[src/sv/totp_pkg.sv]
// Package for the TOTP token unit: SHA-1 constants, control struct.
// No dependencies.
package totp_pkg;
  localparam logic [31:0] H0 = 32'h67452301;
  localparam logic [31:0] H1 = 32'hEFCDAB89;
  localparam logic [31:0] H2 = 32'h98BADCFE;
  localparam logic [31:0] H3 = 32'h10325476;
  localparam logic [31:0] H4 = 32'hC3D2E1F0;
  localparam int unsigned REG_KEY_BYTES = 20;
  localparam logic [19:0] CODE_MODULUS = 20'd1000000;
  // reciprocals: x/30 = (x * DIV30_MAGIC) >> 36 for 32-bit x,
  // x/1000000 = (x * MOD_MAGIC) >> 51 for 31-bit x
  localparam logic [31:0] DIV30_MAGIC = 32'h88888889;
  localparam logic [31:0] MOD_MAGIC   = 32'd2251799814;
  localparam logic [2:0] CFG_KEY0 = 3'd0;
  localparam logic [2:0] CFG_KEY1 = 3'd1;
  localparam logic [2:0] CFG_KEY2 = 3'd2;
  localparam logic [2:0] CFG_KLEN = 3'd3;
  localparam logic [2:0] CFG_TZ   = 3'd4;

  typedef struct packed {
    logic         start;   // begin a compression on blk with chaining h_in
    logic [159:0] h_in;
  } sha_ctl_t;

  function automatic logic [31:0] round_k(input logic [6:0] i);
    logic [31:0] k;
    if (i < 7'd20) k = 32'h5A827999;
    else if (i < 7'd40) k = 32'h6ED9EBA1;
    else if (i < 7'd60) k = 32'h8F1BBCDC;
    else k = 32'hCA62C1D6;
    return k;
  endfunction
endpackage

[src/sv/totp_sha1_core.sv]
// Iterative SHA-1 compression: one round per cycle, 16-word schedule window.
// Depends on totp_pkg.
module totp_sha1_core (
  input  logic              clk,
  input  logic              rst_n,
  input  totp_pkg::sha_ctl_t ctl,
  input  logic [511:0]      blk,
  output logic              done,
  output logic [159:0]      h_out
);
  import totp_pkg::*;

  logic [31:0] w_r [16];
  logic [31:0] a_r, b_r, c_r, d_r, e_r;
  logic [159:0] hin_r;
  logic [6:0]  rnd_r;
  logic        busy_r, done_r;
  logic [31:0] f, t, wn;

  always_comb begin
    if (rnd_r < 7'd20) f = (b_r & c_r) | (~b_r & d_r);
    else if (rnd_r < 7'd40 || rnd_r >= 7'd60) f = b_r ^ c_r ^ d_r;
    else f = (b_r & c_r) | (b_r & d_r) | (c_r & d_r);
    t = {a_r[26:0], a_r[31:27]} + f + e_r + round_k(rnd_r) + w_r[0];
    wn = w_r[13] ^ w_r[8] ^ w_r[2] ^ w_r[0];
    wn = {wn[30:0], wn[31]};
  end

  always_ff @(posedge clk) begin
    if (!rst_n) begin
      busy_r <= 1'b0;
      done_r <= 1'b0;
      rnd_r  <= '0;
    end else begin
      done_r <= 1'b0;
      if (ctl.start) begin
        busy_r <= 1'b1;
        rnd_r  <= '0;
        hin_r  <= ctl.h_in;
        {a_r, b_r, c_r, d_r, e_r} <= ctl.h_in;
        for (int i = 0; i < 16; i++) w_r[i] <= blk[511-32*i -: 32];
      end else if (busy_r) begin
        e_r <= d_r; d_r <= c_r; c_r <= {b_r[1:0], b_r[31:2]}; b_r <= a_r; a_r <= t;
        for (int i = 0; i < 15; i++) w_r[i] <= w_r[i+1];
        w_r[15] <= wn;
        rnd_r <= rnd_r + 7'd1;
        if (rnd_r == 7'd79) begin
          busy_r <= 1'b0;
          done_r <= 1'b1;
        end
      end
    end
  end

  assign done = done_r;
  assign h_out = {hin_r[159:128] + a_r, hin_r[127:96] + b_r, hin_r[95:64] + c_r,
                  hin_r[63:32] + d_r, hin_r[31:0] + e_r};

  a_done_pulse: assert property (@(posedge clk) disable iff (!rst_n) done_r |=> !done_r)
    else $error("done held");
  a_round_range: assert property (@(posedge clk) disable iff (!rst_n) busy_r |-> rnd_r < 7'd80)
    else $error("round overflow");
  a_done_end: assert property (@(posedge clk) disable iff (!rst_n)
    done_r |-> $past(rnd_r) == 7'd79) else $error("early done");
endmodule

[src/sv/totp_hmac_sha1_token_unit.sv]
// TOTP token unit: time offset, /30, HMAC-SHA1, truncation, mod 1e6.
// Depends on totp_pkg and totp_sha1_core.
// One code passes through the divide by 30 (reciprocal multiply), four SHA-1
// compressions (one round per cycle in the shared core plus load and handoff),
// truncation, the quotient by 1000000 and the remainder, the last two on the
// same shared multiplier. busy is high for the whole transaction, so a new
// start is taken only once busy has fallen; out_valid pulses once with the
// code and the receiver cannot stall it.
module totp_hmac_sha1_token_unit #(
  parameter int MAX_KEY_BYTES = 20
) (
  input  logic        clk,
  input  logic        rst_n,
  input  logic        start,
  output logic        busy,
  input  logic [31:0] in_unix_seconds,
  output logic        out_valid,
  output logic [19:0] out_one_time_code,
  input  logic        cfg_we,
  input  logic [2:0]  cfg_index,
  input  logic [63:0] cfg_data
);
  import totp_pkg::*;

  localparam logic [4:0] LEN_CAP = (MAX_KEY_BYTES < REG_KEY_BYTES) ?
                                   5'(MAX_KEY_BYTES) : 5'(REG_KEY_BYTES);

  typedef enum logic [3:0] {S_IDLE, S_DIV, S_C0, S_W0, S_C1, S_W1, S_C2, S_W2,
                            S_C3, S_W3, S_TRUNC, S_MOD, S_OUT} state_t;

  logic [63:0] key0_r, key1_r;
  logic [31:0] key2_r;
  logic [4:0]  klen_r;
  logic [10:0] tz_r;

  state_t      st_r;
  logic [31:0] num_r, q_r;
  logic [159:0] h_r, inner_r;
  logic [511:0] blk_r;
  logic        go_r, val_r;
  logic [19:0] code_r;
  logic        core_done;
  logic [159:0] core_h;
  sha_ctl_t    ctl;

  logic [159:0] kbytes;
  logic [511:0] keyblk;
  logic [31:0]  mul_a, mul_k, res;
  logic [63:0]  mul_p;
  logic [3:0]   ofs;
  logic [30:0]  trunc;

  always_comb begin
    kbytes = {key0_r, key1_r, key2_r};
    for (int i = 0; i < 20; i++)
      if (5'(i) >= ((klen_r > LEN_CAP) ? LEN_CAP : klen_r)) kbytes[159-8*i -: 8] = 8'h00;
    keyblk = {kbytes, 352'd0};
    // shared multiplier: reciprocal for /30, reciprocal for /1e6, then q*1e6
    mul_a = (st_r == S_OUT) ? q_r : num_r;
    if (st_r == S_DIV) mul_k = DIV30_MAGIC;
    else if (st_r == S_MOD) mul_k = MOD_MAGIC;
    else mul_k = {12'd0, CODE_MODULUS};
    mul_p = {32'd0, mul_a} * {32'd0, mul_k};
    res = num_r - mul_p[31:0];
    ofs = h_r[3:0];
    trunc = h_r[158 - 8*ofs -: 31];
    ctl.start = go_r;
    ctl.h_in = (st_r == S_C1 || st_r == S_C3) ? h_r : {H0, H1, H2, H3, H4};
  end

  totp_sha1_core u_core (.clk, .rst_n, .ctl, .blk(blk_r), .done(core_done), .h_out(core_h));

  always_ff @(posedge clk) begin
    if (!rst_n) begin
      key0_r <= '0; key1_r <= '0; key2_r <= '0; klen_r <= 5'd20; tz_r <= '0;
      st_r <= S_IDLE; go_r <= 1'b0; val_r <= 1'b0;
    end else begin
      go_r <= 1'b0;
      val_r <= 1'b0;
      if (cfg_we) begin
        case (cfg_index)
          CFG_KEY0: key0_r <= cfg_data;
          CFG_KEY1: key1_r <= cfg_data;
          CFG_KEY2: key2_r <= cfg_data[31:0];
          CFG_KLEN: klen_r <= cfg_data[4:0];
          CFG_TZ:   tz_r   <= cfg_data[10:0];
          default: ;
        endcase
      end
      case (st_r)
        S_IDLE: if (start) begin
          num_r <= in_unix_seconds + 32'({{21{tz_r[10]}}, tz_r} * 32'sd60);
          st_r <= S_DIV;
        end
        S_DIV: begin
          q_r <= {4'd0, mul_p[63:36]};
          st_r <= S_C0; go_r <= 1'b1;
          blk_r <= keyblk ^ {64{8'h36}};
        end
        S_C0: st_r <= S_W0;
        S_W0: if (core_done) begin
          h_r <= core_h; st_r <= S_C1; go_r <= 1'b1;
          blk_r <= {32'd0, q_r, 8'h80, 408'd0, 32'd576};
        end
        S_C1: st_r <= S_W1;
        S_W1: if (core_done) begin
          inner_r <= core_h; st_r <= S_C2; go_r <= 1'b1;
          blk_r <= keyblk ^ {64{8'h5C}};
        end
        S_C2: st_r <= S_W2;
        S_W2: if (core_done) begin
          h_r <= core_h; st_r <= S_C3; go_r <= 1'b1;
          blk_r <= {inner_r, 8'h80, 312'd0, 32'd672};
        end
        S_C3: st_r <= S_W3;
        S_W3: if (core_done) begin
          h_r <= core_h; st_r <= S_TRUNC;
        end
        S_TRUNC: begin
          num_r <= {1'b0, trunc}; st_r <= S_MOD;
        end
        S_MOD: begin
          q_r <= {19'd0, mul_p[63:51]}; st_r <= S_OUT;
        end
        S_OUT: begin
          code_r <= res[19:0]; val_r <= 1'b1; st_r <= S_IDLE;
        end
        default: st_r <= S_IDLE;
      endcase
    end
  end

  assign busy = (st_r != S_IDLE);
  assign out_valid = val_r;
  assign out_one_time_code = code_r;

  a_code_range: assert property (@(posedge clk) disable iff (!rst_n)
    val_r |-> code_r < CODE_MODULUS) else $error("code out of range");
  a_valid_idle: assert property (@(posedge clk) disable iff (!rst_n)
    val_r |-> st_r == S_IDLE) else $error("valid while busy");
  a_start_busy: assert property (@(posedge clk) disable iff (!rst_n)
    (start && !busy) |=> busy) else $error("start not taken");
endmodule

[config.mk]
export PLATFORM = sky130hd
export DESIGN_NAME = totp_hmac_sha1_token_unit
export DESIGN_NICKNAME = d
export VERILOG_FILES = /design/src/sv/totp_pkg.sv /design/src/sv/totp_sha1_core.sv /design/src/sv/totp_hmac_sha1_token_unit.sv
export SDC_FILE = /design/constraint.sdc
export NUM_CORES = 2
export LEC_CHECK = 0
export BUFFER_PORTS_ARGS = -buffer_cell sky130_fd_sc_hd__buf_2
export CORE_MARGIN = 2
export CORE_UTILIZATION = 45
export DETAILED_ROUTE_END_ITERATION = 16
export GPL_TIMING_DRIVEN = 0
export PLACE_DENSITY_LB_ADDON = 0.12
export SLEW_MARGIN = 10
export SYNTH_ARGS = -nofsm -noshare
export SYNTH_HDL_FRONTEND = slang
export SYNTH_SLANG_ARGS = --single-unit
[constraint.sdc]
create_clock -name clk -period 31.8 [get_ports clk]
set_input_delay 3.18 -clock clk [delete_from_list [all_inputs] [get_ports clk]]
set_output_delay 3.18 -clock clk [all_outputs]
set_load 0.005 [all_outputs]
==> impl_metrics.json <==
{
  "wire_per_inst_um": 34.5,
  "dpl.hpwl_um": 383000,
  "grt_pass1_vias": 76500,
  "fmax_ghz": 0.0767,
  "cts_root_buf": "clkbuf_16",
  "final_nets": 11600,
  "ctsHoldBuffers": 0,
  "synth_seq_area_share": 0.429,
  "crit_buf_inv": 8,
  "finalSetupViolCount": 0,
  "cp_max_fo": 10,
  "dpl-instance-area_um2": 112000,
  "arrival_ns": 13.60,
  "routed.top_layer": "met5",
  "fill_cells": 21700,
  "critPathSlowestCell": "a221oi_2",
  "grt_pass1_wl_um": 626000,
  "via_count": 79100,
  "synth_top_area_frac": 0.393,
  "clkTransAtPathRegs_ns": 0.06,
  "synth.ff_latch_count": 1590,
  "dr_wl_met2_um": 195000,
  "rows": 178,
  "crit_top_cell": "fa_1",
  "syn-cell-area_um2": 107000,
  "synthTopCellsByArea": "edfxtp_1 39%, fa_1 14%, ha_1 8.0%",
  "syn_avg_cell_area_um2": 11.0,
  "viasPerCell": 5.92,
  "hold_violations": 0,
  "slew_headroom": 0.0506,
  "clk_path_buf_depth": 3,
  "fin_area_um2": 118000,
  "yosys_warnings": 0,
  "port_buffers": 124,
  "cts-resized-gates": 0,
  "m1WireLength_um": 190000,
  "cts_buffers": 169,
  "holdPathEnd": "key0_r[40]",
  "wirelength_um": 461000,
  "period_share": 0.410,
  "required_ns": 32.36,
  "status": "complete, no violations",
  "slew_violations": 0,
  "tightestPinTransition_ns": 1.41,
  "async_reset_ff_frac": 0,
  "endpoint_kind": "flop",
  "rrSetupSlack_ns": 18.76,
  "place_worst_setup_slack_ns": 19.07,
  "r2r_cells": 28,
  "finClkSkew_ns": 0.0388,
  "ys_types": 98,
  "drive_gt1_frac": 0.0703,
  "whs_path_depth": 2,
  "pwr_density_cell_nw_per_um2": 84.5,
  "core-area_um2": 236000,
  "synth.largest_area_cell": "edfxtp_1",
  "cp_top_family": "adder cells",
  "die_h_um": 491,
  "synthFlopType": "edfxtp_1",
  "netlist_instances": 9687,
  "cap_violations": 0,
  "drc": 0,
  "met3_length_um": 39000,
  "finalCriticalPeriod_ns": 13.04,
  "clock_latency_ns": 0.86,
  "overflow": 0,
  "grt_usage": 0.378,
  "globalplace.congestion": 1.04,
  "rsz0062_at_grt": "no",
  "io_pins": 125,
  "first_pass_iters": 6,
  "reg2reg_to": "q_r[11]",
  "cts_tree": "built",
  "critical_path_class": "reg -> reg",
  "die_x_um": 491,
  "synth_common_cells": "1399 x edfxtp_1, 1398 x nand2_1, 1043 x inv_1",
  "dr.first_iter.drc_count": 9871,
  "post_cts_buffers": 0,
  "grt_antenna_before_repair": 54,
  "cts_num_sinks": 1590,
  "start_kind": "flop",
  "synth.most_common_cell": "edfxtp_1",
  "max_stage_delay_ns": 1.07,
  "synth_edf_count": 1399,
  "area_growth_pct": 10.5,
  "hp-class": "reg -> reg",
  "start_util": 0.453,
  "seqCellArea_um2": 45800,
  "reg2reg_from": "st_r[3]",
  "worst_ir_drop_vdd_v": 0.000342,
  "final.setup.tns_ns": 0,
  "grt_max_degree": 64,
  "post-route-worst-setup-slack_ns": 18.76,
  "drtAntennaViolNets": 0,
  "fp.dieArea_um2": 241000,
  "hold_path_startpoint": "key0_r[40]",
  "htreeDepth": 4,
  "multi_input_area_um2": 55600,
  "power.leakage_nw": 48.7
}
-- kinds of logic after synthesis --
| kind of cell | count (synthesis) | synth area share |
|---|---|---|
| mux | 330 | 0.0384 |
| fa+ha+maj | 1455 | 0.224 |
| simple gates | 2542 | 0.105 |
| other cells | 2 | 0.0000703 |
| flops | 1590 | 0.429 |
| compound gates | 1888 | 0.118 |
| xor+xnor | 406 | 0.0333 |
| buf+inv | 1474 | 0.0520 |
-- per-stage QoR --
step / hold slack, ns / util / cells / total power, mW
global route: 0.480 / 0.501 / 13300 / 10.5
global placement: 0.450 / 0.473 / 13000 / 7.80
CTS: 0.465 / 0.501 / 13300 / 9.89
detailed placement: 0.457 / 0.477 / 13000 / 7.83
finish: 0.466 / 0.501 / 13400 / 9.97
floorplan: 0.443 / - / 9700 / 6.00
-- worst max-delay path by stage --
stage	from	to	slack (ns)	depth (start not counted)
global route	st_r[2]	q_r[11]	18.44	32
global placement	rst_n	h_r[52]	5.14	3
floorplan	rst_n	h_r[0]	15.90	2
detailed placement	st_r[2]	q_r[11]	19.07	28
CTS	st_r[2]	q_r[11]	19.00	28
finish	st_r[3]	q_r[11]	18.76	28
-- sequential cells by signal, summed over array words and instances (netlist names), 64 cells and up --
signal	count
blk_r	167
h_r	160
inner_r	160
key0_r	64
key1_r	64
u_core.hin_r	160
u_core.w_r	512
-- worst register-to-register path, delay by kind of cell, from the launching register on --
| family | cells | cell delay [ns] |
|---|---|---|
| xor+xnor | 1 | 0.57 |
| simple gates | 3 | 0.99 |
| compound gates | 7 | 3.39 |
| flops | 1 | 0.32 |
| fa+ha+maj | 9 | 4.32 |
| buf+inv | 8 | 3.16 |
-- power by group --
group / total (mW) / internal, mW / switching [mW] / leakage (nW)
sequential: 2.57 / 2.47 / 0.100 / 13.9
combinational: 5.36 / 1.92 / 3.44 / 32.1
clock: 2.05 / 1.14 / 0.910 / 2.71
-- layer usage --
layer / up-vias / global-route usage
met5: - / 0
met4: 10 / 0.246
met3: 800 / 0.0628
met2: 4027 / 0.554
met1: 40200 / 0.520
li1: 34100 / -
-- area by class of cell --
class / instances / area share
multi-input combinational: 6636 / 0.471
antenna: 23 / 0.000488
timing repair buffer: 178 / 0.0126
sequential: 1590 / 0.388
clock inverter: 96 / 0.00956
inverter: 1046 / 0.0333
buffer: 428 / 0.0138
clock buffer: 214 / 0.0381
tap: 3150 / 0.0334
-- cell usage in the layout, fill, tap and decap left out, types with 96 or more instances in the layout --
| master | netlist | layout |
|---|---|---|
| a21oi_1 | 490 | 490 |
| o21ai_0 | 264 | 264 |
| a21o_1 | 376 | 376 |
| nand2b_1 | 143 | 143 |
| xor2_1 | 147 | 147 |
| a21boi_0 | 182 | 181 |
| nand3_1 | 138 | 138 |
| nand2_1 | 1398 | 1398 |
| edfxtp_1 | 1399 | 1399 |
| xnor2_1 | 259 | 259 |
| dfxtp_1 | 191 | 190 |
| ha_1 | 684 | 684 |
| nor2_1 | 390 | 390 |
| fa_1 | 766 | 766 |
| inv_1 | 1043 | 1043 |
| buf_2 | 7 | 133 |
| mux2_2 | 132 | 132 |
| a31oi_1 | 96 | 96 |
| mux2i_1 | 147 | 146 |
| clkbuf_1 | 367 | 404 |
| clkbuf_16 | 0 | 172 |
| and2_1 | 188 | 187 |
Note: power is estimated with default switching activity, not from simulation.
